===== src/hw/rtl/mte_pkg.sv =====
`timescale 1ns / 1ps
// ============================================================================
// mte_pkg: shared types and constants for the MIDI track event encoder
// Payload structs, command codes, register indexes, queue entry layout.
// ============================================================================
package mte_pkg;

  // Command codes carried in the cmd field
  localparam logic [2:0] CMD_NOTE_ON  = 3'd0;
  localparam logic [2:0] CMD_NOTE_OFF = 3'd1;
  localparam logic [2:0] CMD_TEMPO    = 3'd2;
  localparam logic [2:0] CMD_TIME_SIG = 3'd3;
  localparam logic [2:0] CMD_END      = 3'd4;

  // Configuration register indexes
  localparam int CFG_IDX_W = 2;
  localparam int CFG_DATA_W = 15;
  localparam logic [CFG_IDX_W-1:0] CFG_TEMPO_BPM      = 2'd0;
  localparam logic [CFG_IDX_W-1:0] CFG_TICKS_PER_BEAT = 2'd1;
  localparam logic [CFG_IDX_W-1:0] CFG_SIG_BEATS      = 2'd2;
  localparam logic [CFG_IDX_W-1:0] CFG_SIG_BASE       = 2'd3;

  // Register reset values
  localparam logic [9:0]  TEMPO_BPM_RST      = 10'd120;
  localparam logic [14:0] TICKS_PER_BEAT_RST = 15'd480;
  localparam logic [7:0]  SIG_BEATS_RST      = 8'd4;
  localparam logic [7:0]  SIG_BASE_RST       = 8'd4;

  // Tempo divider: microseconds per minute over bpm
  localparam int          TEMPO_NUM_W = 26;
  localparam logic [TEMPO_NUM_W-1:0] TEMPO_NUM = 26'd60000000;
  localparam int          DIV_STEPS   = TEMPO_NUM_W;
  localparam logic [9:0]  TEMPO_MIN   = 10'd4;
  localparam logic [23:0] TEMPO_SAT   = 24'hFFFFFF;

  // x/3 for 15-bit x as (x * ceil(2^17/3)) >> 17
  localparam logic [15:0] RECIP3       = 16'd43691;
  localparam int          RECIP3_SHIFT = 17;

  // Event byte constants
  localparam logic [7:0] META_BYTE    = 8'hFF;
  localparam logic [7:0] META_TEMPO   = 8'h51;
  localparam logic [7:0] META_TIMESIG = 8'h58;
  localparam logic [7:0] META_EOT     = 8'h2F;
  localparam logic [7:0] LEN_TEMPO    = 8'h03;
  localparam logic [7:0] LEN_TIMESIG  = 8'h04;
  localparam logic [7:0] SIG_32ND     = 8'h08;
  localparam logic [3:0] STATUS_ON    = 4'h9;
  localparam logic [3:0] STATUS_OFF   = 4'h8;

  // Queue entry layout
  localparam int ENTRY_BYTES = 8;
  localparam int BYTE_IDX_W  = $clog2(ENTRY_BYTES);
  localparam int VLQ_GROUPS  = 4;
  localparam int QUEUE_DEPTH_DEF = 2;

  typedef struct packed {
    logic [2:0]  cmd;
    logic [27:0] delta_ticks;
    logic [3:0]  channel;
    logic [6:0]  pitch;
    logic [6:0]  velocity;
  } mte_in_t;

  typedef struct packed {
    logic [7:0] out_byte;
    logic       last_byte;
  } mte_out_t;

  typedef struct packed {
    logic [ENTRY_BYTES-1:0][7:0] bytes;
    logic [BYTE_IDX_W-1:0]       last_idx;
  } mte_entry_t;

  // Queue status seen by front (full) and back (empty)
  typedef struct packed {
    logic full;
    logic empty;
  } mte_qstat_t;

  // Tempo divider status and result
  typedef struct packed {
    logic        busy;
    logic [23:0] quot;
  } mte_tempo_t;

endpackage


===== src/hw/rtl/mte_div.sv =====
`timescale 1ns / 1ps
// ============================================================================
// mte_div: tempo quotient divider
// Restoring divide of the fixed numerator by tempo_bpm, one bit per cycle.
// Restarts at reset and on every tempo_bpm write.
// ============================================================================
module mte_div (
  input  logic              clk,
  input  logic              rst,
  input  logic              start,
  input  logic [9:0]        divisor,
  output mte_pkg::mte_tempo_t tempo
);
  import mte_pkg::*;

  localparam int CNT_W = $clog2(DIV_STEPS);

  logic                   busy;
  logic [CNT_W-1:0]       cnt;
  logic [9:0]             rem;
  logic [TEMPO_NUM_W-1:0] qr;
  logic [10:0]            rem_sh;
  logic                   fits;

  // one restoring step
  assign rem_sh = {rem, qr[TEMPO_NUM_W-1]};
  assign fits   = rem_sh >= {1'b0, divisor};

  always_ff @(posedge clk) begin
    if (rst || start) begin
      busy <= 1'b1;
      cnt  <= '0;
      rem  <= '0;
      qr   <= TEMPO_NUM;
    end else if (busy) begin
      rem <= fits ? 10'(rem_sh - {1'b0, divisor}) : rem_sh[9:0];
      qr  <= {qr[TEMPO_NUM_W-2:0], fits};
      if (cnt == CNT_W'(DIV_STEPS - 1)) begin
        busy <= 1'b0;
      end else begin
        cnt <= cnt + 1'b1;
      end
    end
  end

  assign tempo.busy = busy;
  assign tempo.quot = qr[23:0];

endmodule


===== src/hw/rtl/mte_front.sv =====
`timescale 1ns / 1ps
// ============================================================================
// mte_front: event classifier
// Accepts one event per unstalled cycle and lays out its full byte sequence as a
// queue entry; dropped events (unknown command, bad denominator) never enqueue.
// ============================================================================
module mte_front (
  input  logic                 in_valid,
  output logic                 in_stall,
  input  mte_pkg::mte_in_t     in_data,
  input  logic [9:0]           tempo_bpm,
  input  logic [14:0]          ticks_per_beat,
  input  logic [7:0]           sig_beats,
  input  logic [7:0]           sig_base,
  input  mte_pkg::mte_tempo_t  tempo,
  input  mte_pkg::mte_qstat_t  qstat,
  output logic                 push,
  output mte_pkg::mte_entry_t  push_entry
);
  import mte_pkg::*;

  logic                          accept;
  logic                          keep;
  logic [VLQ_GROUPS-1:0][6:0]    grp;
  logic [2:0]                    vlq_n;
  logic [1:0]                    gi;
  logic [23:0]                   q;
  logic [7:0]                    lg;
  logic                          base_ok;
  logic [30:0]                   prod3;
  logic [7:0]                    clocks;
  mte_entry_t                    ent;

  // hold off input while queue is full or the tempo quotient is settling
  assign in_stall = qstat.full || tempo.busy;
  assign accept   = in_valid && !in_stall;
  assign push     = accept && keep;
  assign push_entry = ent;

  // delta time split into 7-bit groups, count of significant groups
  assign grp = in_data.delta_ticks;
  always_comb begin
    if (grp[3] != '0)      vlq_n = 3'd4;
    else if (grp[2] != '0) vlq_n = 3'd3;
    else if (grp[1] != '0) vlq_n = 3'd2;
    else                   vlq_n = 3'd1;
  end

  // tempo quotient with saturation for very slow tempos
  assign q = (tempo_bpm < TEMPO_MIN) ? TEMPO_SAT : tempo.quot;

  // denominator to log2
  always_comb begin
    base_ok = 1'b1;
    case (sig_base)
      8'd1:    lg = 8'd0;
      8'd2:    lg = 8'd1;
      8'd4:    lg = 8'd2;
      8'd8:    lg = 8'd3;
      8'd16:   lg = 8'd4;
      8'd32:   lg = 8'd5;
      default: begin
        lg      = 8'd0;
        base_ok = 1'b0;
      end
    endcase
  end

  // time signature metronome byte: ticks_per_beat / 3 for eighth-note base, else ticks_per_beat
  assign prod3  = 31'(ticks_per_beat) * 31'(RECIP3);
  assign clocks = (sig_base == 8'd8) ? prod3[RECIP3_SHIFT+7:RECIP3_SHIFT]
                                     : ticks_per_beat[7:0];

  // byte sequence layout
  always_comb begin
    ent  = '0;
    keep = 1'b1;
    gi   = '0;
    case (in_data.cmd)
      CMD_NOTE_ON, CMD_NOTE_OFF: begin
        for (int k = 0; k < VLQ_GROUPS; k++) begin
          if (3'(k) < vlq_n) begin
            gi = 2'(vlq_n - 3'(k) - 3'd1);
            ent.bytes[k] = {(3'(k) != (vlq_n - 3'd1)), grp[gi]};
          end
        end
        ent.bytes[vlq_n] = {(in_data.cmd == CMD_NOTE_ON) ? STATUS_ON : STATUS_OFF,
                            in_data.channel};
        ent.bytes[3'(vlq_n + 3'd1)] = {1'b0, in_data.pitch};
        ent.bytes[3'(vlq_n + 3'd2)] = (in_data.cmd == CMD_NOTE_ON)
                                      ? {1'b0, in_data.velocity} : 8'h00;
        ent.last_idx = 3'(vlq_n + 3'd2);
      end
      CMD_TEMPO: begin
        ent.bytes[1] = META_BYTE;
        ent.bytes[2] = META_TEMPO;
        ent.bytes[3] = LEN_TEMPO;
        ent.bytes[4] = q[23:16];
        ent.bytes[5] = q[15:8];
        ent.bytes[6] = q[7:0];
        ent.last_idx = 3'd6;
      end
      CMD_TIME_SIG: begin
        ent.bytes[1] = META_BYTE;
        ent.bytes[2] = META_TIMESIG;
        ent.bytes[3] = LEN_TIMESIG;
        ent.bytes[4] = sig_beats;
        ent.bytes[5] = lg;
        ent.bytes[6] = clocks;
        ent.bytes[7] = SIG_32ND;
        ent.last_idx = 3'd7;
        keep = base_ok;
      end
      CMD_END: begin
        ent.bytes[1] = META_BYTE;
        ent.bytes[2] = META_EOT;
        ent.last_idx = 3'd3;
      end
      default: keep = 1'b0;
    endcase
  end

endmodule


===== src/hw/rtl/mte_queue.sv =====
`timescale 1ns / 1ps
// ============================================================================
// mte_queue: event queue between classifier and byte sequencer
// Small FIFO of complete byte sequences.
// ============================================================================
module mte_queue #(
  parameter int DEPTH = mte_pkg::QUEUE_DEPTH_DEF
) (
  input  logic                 clk,
  input  logic                 rst,
  input  logic                 push,
  input  mte_pkg::mte_entry_t  push_entry,
  input  logic                 pop,
  output mte_pkg::mte_entry_t  head,
  output mte_pkg::mte_qstat_t  qstat
);
  import mte_pkg::*;

  localparam int PTR_W = (DEPTH > 1) ? $clog2(DEPTH) : 1;
  localparam int CNT_W = $clog2(DEPTH + 1);

  mte_entry_t       store [DEPTH];
  logic [PTR_W-1:0] wr_ptr;
  logic [PTR_W-1:0] rd_ptr;
  logic [CNT_W-1:0] count;

  assign qstat.full  = (count == CNT_W'(DEPTH));
  assign qstat.empty = (count == '0);
  assign head        = store[rd_ptr];

  // entry storage
  always_ff @(posedge clk) begin
    if (push) begin
      store[wr_ptr] <= push_entry;
    end
  end

  // pointers and fill count
  always_ff @(posedge clk) begin
    if (rst) begin
      wr_ptr <= '0;
      rd_ptr <= '0;
      count  <= '0;
    end else begin
      if (push) begin
        wr_ptr <= (wr_ptr == PTR_W'(DEPTH - 1)) ? '0 : wr_ptr + 1'b1;
      end
      if (pop) begin
        rd_ptr <= (rd_ptr == PTR_W'(DEPTH - 1)) ? '0 : rd_ptr + 1'b1;
      end
      count <= CNT_W'(count + CNT_W'(push) - CNT_W'(pop));
    end
  end

  a_no_overflow: assert property (@(posedge clk) disable iff (rst)
    push |-> !qstat.full)
    else $error("queue push while full");

  a_no_underflow: assert property (@(posedge clk) disable iff (rst)
    pop |-> !qstat.empty)
    else $error("queue pop while empty");

  a_count_range: assert property (@(posedge clk) disable iff (rst)
    count <= CNT_W'(DEPTH))
    else $error("queue count out of range");

endmodule


===== src/hw/rtl/mte_back.sv =====
`timescale 1ns / 1ps
// ============================================================================
// mte_back: byte sequencer
// Walks the head queue entry one byte per unstalled cycle into the output
// register and retires the entry with its final byte.
// ============================================================================
module mte_back (
  input  logic                 clk,
  input  logic                 rst,
  input  mte_pkg::mte_entry_t  head,
  input  mte_pkg::mte_qstat_t  qstat,
  output logic                 pop,
  output logic                 out_valid,
  input  logic                 out_stall,
  output mte_pkg::mte_out_t    out_data
);
  import mte_pkg::*;

  logic [BYTE_IDX_W-1:0] idx;
  logic                  load;
  logic                  at_last;

  // load the output register from a non-empty queue when it is empty or being taken
  assign load    = !qstat.empty && (!out_valid || !out_stall);
  assign at_last = (idx == head.last_idx);
  assign pop     = load && at_last;

  always_ff @(posedge clk) begin
    if (rst) begin
      out_valid <= 1'b0;
      idx       <= '0;
    end else begin
      if (load) begin
        out_valid <= 1'b1;
        idx       <= at_last ? '0 : idx + 1'b1;
      end else if (!out_stall) begin
        out_valid <= 1'b0;
      end
    end
  end

  // output payload
  always_ff @(posedge clk) begin
    if (load) begin
      out_data.out_byte  <= head.bytes[idx];
      out_data.last_byte <= at_last;
    end
  end

endmodule


===== src/hw/rtl/midi_track_event_encoder_core.sv =====
`timescale 1ns / 1ps
// ============================================================================
// midi_track_event_encoder_core: MIDI track event byte encoder
// Turns note, tempo, time signature and end-of-track events into their
// standard MIDI file byte sequences, one byte per output transaction.
// ============================================================================
// Events are taken at up to one per cycle into a short queue and leave at one
// byte per cycle while out_stall is low, so the output byte sequencer and each
// event's byte count set the sustained rate: 4 to 7 bytes for notes (1 to 4
// delta-time bytes plus 3), 7 for tempo, 8 for time signature, 4 for end of
// track. Dropped events (unknown command, time signature with a denominator
// other than 1, 2, 4, 8, 16 or 32) are taken and give nothing. The tempo
// quotient comes from a bit-serial divider that runs after reset and after each
// tempo_bpm write; input is stalled while it runs or while the queue is full.
// Configuration writes are always ready and take effect the next cycle.
// ============================================================================
module midi_track_event_encoder_core #(
  parameter int QUEUE_DEPTH = mte_pkg::QUEUE_DEPTH_DEF
) (
  input  logic                              clk,
  input  logic                              rst,
  input  logic                              in_valid,
  output logic                              in_stall,
  input  mte_pkg::mte_in_t                  in_data,
  output logic                              out_valid,
  input  logic                              out_stall,
  output mte_pkg::mte_out_t                 out_data,
  input  logic                              cfg_valid,
  output logic                              cfg_ready,
  input  logic [mte_pkg::CFG_IDX_W-1:0]     cfg_index,
  input  logic [mte_pkg::CFG_DATA_W-1:0]    cfg_data
);
  import mte_pkg::*;

  logic [9:0]  tempo_bpm;
  logic [14:0] ticks_per_beat;
  logic [7:0]  sig_beats;
  logic [7:0]  sig_base;
  logic        cfg_wr;
  logic        push;
  logic        pop;
  mte_entry_t  push_entry;
  mte_entry_t  head;
  mte_qstat_t  qstat;
  mte_tempo_t  tempo;

  // configuration registers
  assign cfg_ready = 1'b1;
  assign cfg_wr    = cfg_valid && cfg_ready;

  always_ff @(posedge clk) begin
    if (rst) begin
      tempo_bpm      <= TEMPO_BPM_RST;
      ticks_per_beat <= TICKS_PER_BEAT_RST;
      sig_beats      <= SIG_BEATS_RST;
      sig_base       <= SIG_BASE_RST;
    end else if (cfg_wr) begin
      case (cfg_index)
        CFG_TEMPO_BPM:      tempo_bpm      <= cfg_data[9:0];
        CFG_TICKS_PER_BEAT: ticks_per_beat <= cfg_data[14:0];
        CFG_SIG_BEATS:      sig_beats      <= cfg_data[7:0];
        CFG_SIG_BASE:       sig_base       <= cfg_data[7:0];
        default: ;
      endcase
    end
  end

  mte_div u_div (
    .clk     (clk),
    .rst     (rst),
    .start   (cfg_wr && (cfg_index == CFG_TEMPO_BPM)),
    .divisor (tempo_bpm),
    .tempo   (tempo)
  );

  mte_front u_front (
    .in_valid       (in_valid),
    .in_stall       (in_stall),
    .in_data        (in_data),
    .tempo_bpm      (tempo_bpm),
    .ticks_per_beat (ticks_per_beat),
    .sig_beats      (sig_beats),
    .sig_base       (sig_base),
    .tempo          (tempo),
    .qstat          (qstat),
    .push           (push),
    .push_entry     (push_entry)
  );

  mte_queue #(
    .DEPTH (QUEUE_DEPTH)
  ) u_queue (
    .clk        (clk),
    .rst        (rst),
    .push       (push),
    .push_entry (push_entry),
    .pop        (pop),
    .head       (head),
    .qstat      (qstat)
  );

  mte_back u_back (
    .clk       (clk),
    .rst       (rst),
    .head      (head),
    .qstat     (qstat),
    .pop       (pop),
    .out_valid (out_valid),
    .out_stall (out_stall),
    .out_data  (out_data)
  );

endmodule


===== config.mk =====
export PLATFORM = sky130hd
export DESIGN_NAME = midi_track_event_encoder_core
export DESIGN_NICKNAME = d
export VERILOG_FILES = /design/src/hw/rtl/mte_pkg.sv /design/src/hw/rtl/mte_div.sv /design/src/hw/rtl/mte_front.sv /design/src/hw/rtl/mte_queue.sv /design/src/hw/rtl/mte_back.sv /design/src/hw/rtl/midi_track_event_encoder_core.sv
export SDC_FILE = /design/constraint.sdc
export NUM_CORES = 1
export LEC_CHECK = 0
export CORE_MARGIN = 5
export CORE_UTILIZATION = 60
export CTS_CLUSTER_DIAMETER = 40
export DETAILED_ROUTE_END_ITERATION = 16
export DONT_BUFFER_PORTS = 1
export GPL_ROUTABILITY_DRIVEN = 1
export MAX_ROUTING_LAYER = met4
export PLACE_DENSITY = 0.77
export SYNTH_ARGS = -nofsm -noshare
export SYNTH_HDL_FRONTEND = slang
export SYNTH_SLANG_ARGS = --single-unit

===== constraint.sdc =====
create_clock -name clk -period 15.6 [get_ports clk]
set_input_delay 4.68 -clock clk [delete_from_list [all_inputs] [get_ports clk]]
set_output_delay 4.68 -clock clk [all_outputs]
set_load 0.1 [all_outputs]

After elaboration in Yosys (flattened, before gate mapping)
Memory sizes are Yosys's and may differ from the RTL's. A register that Yosys moved wholly into a read port is not among the register bits.
Index checks and enable logic that the tools add are counted.
- register bits: 100
- bits in writable memories: 134
- input port bits: 71
- output and inout bits: 12
- logic and storage cells: 154
- memories: 1
- $add $sub $neg: 15
- multipliers: 1
- order comparisons: 17
- eq/ne operators: 20
- muxes and demuxes: 54
- bitwise operators: 1
- reduce and logical (&&, ||, !) cells: 30
- memories (memory ; depth ; bits a word ; rd ports ; clocked after Yosys merged registers in ; wr ports ; line ; text):
    u_queue.store ; 2 ; 67 ; 1 ; 1 ; 1 ; mte_queue.sv:22 ; mte_entry_t store [DEPTH];
- operator list (operator ; number):
    $bwmux W64 ; 3
    $mux W8 ; 14
    $pmux W32 S3 ; 1
    $demux W8 S3 ; 3
    $pmux W16 S4 ; 1
    $bmux W7 S2 ; 4
    $mux W7 ; 5
    $mul A15 B16 Y25 const B ; 1
    $bmux W8 S3 ; 1
    $mux W24 ; 1
    $reduce_bool A7 Y1 ; 3
    $lt A3 B4 Y1 const B ; 4
    $pmux W8 S2 ; 1
    $pmux W3 S5 ; 1
    $lt A2 B3 Y1 const B ; 4
    $mux W1 ; 12
    $pmux W3 S4 ; 1
    $ge A11 B10 Y1 ; 1
    $lt A10 B3 Y1 const B ; 1
    $mux W10 ; 1
    $reduce_and A2 Y1 ; 5
    $sub A10 B10 Y10 ; 1
    $ge A3 B1 Y1 const B ; 3
    $mux W3 ; 3
    other kinds (39) ; 63

Longest topological paths before layout
- depth after elaboration: 14
- mapped depth: 19
- depth with buffers taken out: 18

Hierarchy
From an unflattened synthesis, not the netlist that was laid out.
- cell total of the unflattened synthesis: 1379
- area total of the unflattened synthesis: 15372.2 um2
- modules (own cells, without submodules) (module ; times used ; cells an instance ; area each (um2) ; seq. area each (um2)):
    mte_front ; 1 ; 666 ; 5203.7 ; 0.0
    mte_queue ; 1 ; 229 ; 5163.7 ; 4124.0
    mte_div ; 1 ; 258 ; 2272.2 ; 840.8
    midi_track_event_encoder_core ; 1 ; 164 ; 1690.4 ; 820.8
    mte_back ; 1 ; 62 ; 1042.2 ; 350.3

Worst setup path before layout
No wires, ideal clock.
- path kind: input to register
- start: input port in_data[46] (netlist bit)
- end: memory u_queue.store[0][0] (netlist bit) (enable)
- library setup time: 658 ps
- arrival time: 11653 ps
- required time: 14942 ps
- path slack: 3290 ps
- cell stages on the path: 4
- path buffers: 2
- cell sequence: clkbuf_1 o21a_1 clkbuf_1 nor4_1
- word-level cells in the longest chain between the ends: 6
- elaborated cells on any way between the ends: 10
- classes of those cells: eq/ne (4); mux (3); reduce/logical (3)
- RTL lines (what ; line ; text):
    start: declaration ; midi_track_event_encoder_core.sv:24 ; input mte_pkg::mte_in_t in_data,
    $eq A3 B3 Y1, or another cell as far along ; mte_front.sv:79 ; case (in_data.cmd)
    $reduce_or A4 Y1 (no line) ; - ;
    $pmux W1 S2 (*) ; mte_front.sv:79 ;
    $logic_and A1 B1 Y1 (*) ; mte_front.sv:37 ; assign push = accept && keep;
    $mux W1 (*) ; mte_queue.sv:33 ; if (push) begin
    $mux W1 (not written as such) (*) ; mte_queue.sv:34 ; store[wr_ptr] <= push_entry;
    end: declaration ; mte_queue.sv:22 ;
Mark *: on every way between the ends. The rest lies on a longest branch, timed or not.

==> results_dict.tcl <==
set metrics [dict create \
    outcome "finished clean" \
    n_fill_cell 1788 \
    fmax_ghz 0.1352 \
    clock_latency_ps 570 \
    startpoint_type "input port" \
    synthFlopType "edfxtp_1" \
    numCtsBuffers 30 \
    synth_edf_count 143 \
    place_congestion 0.9593 \
    drive_gt1_frac 0.09375 \
    leakagePower_nw 6.157 \
    async_flop_share 0 \
    cts_max_level 1 \
    p_seq_frac 0.370 \
    dr_total_vias 10090 \
    p_int_w 0.001290 \
    max-vdd-ir-drop_mv 0.08907 \
    drt_iter0_drc 947 \
    cts_hold_buf 0 \
    critPathMaxFanout 27 \
    placed_area_um2 14430 \
    r2r_slack_ps 9740 \
    die_h_um 163.7 \
    viasPerCell 6.066 \
    hold_viol_final 0 \
    maxCapViolCount 0 \
    io_pins 83 \
    slew_viol_final 0 \
    sw_frac_of_total 0.3136 \
    final_cell_area_um2 15440 \
    fin_skew_ps 35.82 \
    postRouteAntennaNets 0 \
    dr.pass1.iters 6 \
    clkSlewWorstSetupHoldPaths_ps 60 \
    critPathArrivalTime_ps 7680 \
    final_common_cell "edfxtp_1" \
    hold_depth 2 \
    synthSimpleGateAreaFrac 0.1183 \
    dp_hpwl_um 25090 \
    postCtsSetupBuffers 0 \
    p_sw_w 0.0005895 \
    grt_pass1_wl_um 53790 \
    routed_wl_um 34190 \
    rsz0062_at_grt "no" \
    endpoint_kind "flop" \
    r2r-end "u_queue.store[1][53]" \
    synth_top_area_cell "edfxtp_1" \
    synth-seq-area-share 0.4329 \
    syn_to_final_growth_pct 8.978 \
    multiInputGateArea_um2 7403 \
    powerDensity_nw_per_um2 121.7 \
    fin_ws_ps 8203 \
    synth_cells 1332 \
    yosys_register_bits 235 \
    die_w_um 163.7 \
    register_area_um2 6138 \
    dp_slack_ps 7778 \
    synth.top_cell.area_share 0.3030 \
    yosysWarningCount 0 \
    routedWlPerCell_um 20.55 \
    synth_cell_types 67 \
    antenna_found_initial 0 \
    synthTopCellsByArea "edfxtp_1 (30%), dfxtp_1 (13%), ha_1 (8.6%), fa_1 (8.2%), mux4_2 (6.4%)" \
    setup_violations 0 \
    synth-adder-area-share 0.1676 \
    relSlewSlack 0.3101 \
    pwr-share-comb 0.271 \
    startpoint "in_data[43]" \
    synth_mux_area_frac 0.09526 \
    clock_sinks 235 \
    drc 0 \
    nNetsFinal 1546 \
    gr-total-overflow 0 \
    fin_crit_ps 7397 \
    initial_core_util 0.6074 \
    synth-compound-area-share 0.1154 \
    post_cts_resized 0 \
    cts-root-buf "clkbuf_16" \
    rr_startpoint "ticks_per_beat[9]" \
    layout_common_cells "edfxtp_1 (143), nand2_1 (140), a21oi_1 (123)" \
    num_rows 56 \
    grt_max_degree 68 \
    io_buffers 0 \
    synth-xor-area-share 0.02101 \
    synth_top_family_by_area "adder cells" \
    die_area_um2 26790 \
    grt_use_total 0.2643 \
    cts_tree "built" \
    crit_end "u_queue.store[1][12]" \
    required_ps 15880 \
    reg2regPathDepth 18 \
    critical_path_class "input port to flop" \
    first_global_vias 9882 \
    hold_class "flop to flop" \
    p_clk_frac 0.359 \
    tns_ps 0 \
    clockBufferDepth 3 \
    min_period_over_period 0.4742 \
    tightest_slew_ps 1033 \
    synthesis.area_um2 14170 \
    avgSynthCellArea_um2 10.64 \
    core_area_um2 23330 \
]
==> logic make-up (layout without fill, tap and decap cells) <==
kind of cell / Yosys count / after routing
AOI/OAI and AO/OA: 277 / 277
buffers and inverters: 176 / 175
other: 2 / 16
xor gates and xnor gates: 34 / 34
adders and majority gates: 155 / 155
and+or+nand+nor: 369 / 369
muxes: 84 / 84
DFF: 235 / 235
==> power groups by stage <==
| stage | clock [W] | sequential, W | combinational (W) |
|---|---|---|---|
| after floorplan | 0 | 0.000702 | 0.000405 |
| after global placement | 0 | 0.000708 | 0.000488 |
| after detailed placement | 0 | 0.000709 | 0.000504 |
| after CTS | 0.000684 | 0.000696 | 0.000508 |
| after global routing | 0.000712 | 0.000698 | 0.000582 |
| final | 0.000674 | 0.000696 | 0.000510 |
==> cells in the mapped netlist, types with 19 or more instances <==
cell type and n:
o21ai_0 64, clkbuf_1 52, nor3_1 19, mux2i_1 37, nor2_1 117, edfxtp_1 143, inv_1 107, ha_1 97
mux4_2 40, nand3_1 24, fa_1 58, dfxtp_1 92, nand2_1 140, a21oi_1 123
==> cell type report <==
class | count | share of cell area
flip-flops and latches | 235 | 0.3974
well taps | 319 | 0.02584
clock inverters | 19 | 0.01515
multi-input cells | 934 | 0.4793
diodes | 1 | 0.0001620
inverters | 108 | 0.02641
repair buffers | 11 | 0.005347
clock buffers | 37 | 0.05031
==> worst min-delay path by stage <==
stage                       from  slack (ps)      endpoint
floorplan           sig_beats[0]         440  sig_beats[0]
global placement    sig_beats[0]         440  sig_beats[0]
detailed placement  sig_beats[0]         450  sig_beats[0]
CTS                 sig_beats[0]         450  sig_beats[0]
global route        sig_beats[1]         480  sig_beats[1]
finish              sig_beats[0]         450  sig_beats[0]
==> per-layer routing <==
layer	share of wire	track usage	vias to the layer above
met1	0.39	0.3368	4807
met3	0.084	0.05872	100
met2	0.48	0.4250	436
li1	-	-	4751
met5	0	-	-
met4	0.038	0.08616	0
==> sequential cells by signal, summed over array words and instances (netlist names), named ones only <==
signal / count
u_queue.count: 2
ticks_per_beat: 15
tempo_bpm: 10
u_div.cnt: 5
u_back.out_valid: 1
u_div.busy: 1
u_div.qr: 26
u_back.idx: 3
u_back.out_data: 9
sig_base: 8
u_queue.rd_ptr: 1
u_queue.wr_ptr: 1
u_div.rem: 10
sig_beats: 8
u_queue.store: 134
==> per-stage QoR <==
step | hold slack [ps] | util | std cells | total power [W]
3_5_place_dp | 445.5 | 0.6185 | 1607 | 0.001212
3_3_place_gp | 440.7 | 0.6185 | 1607 | 0.001196
5_1_grt | 478.5 | 0.6618 | 1663 | 0.001991
6_report | 449.7 | 0.6619 | 1664 | 0.001880
2_1_floorplan | 436.7 | - | 1345 | 0.001107
4_1_cts | 453.3 | 0.6618 | 1663 | 0.001888
==> worst max-delay path, stage by stage <==
cell      delay [ps]
nor4_1           340
nand2_1          630
nor2_2           850
ha_1             480
nor2_1           180
a221oi_1         370
a21oi_1          140
(Power assumes the default switching activity.)
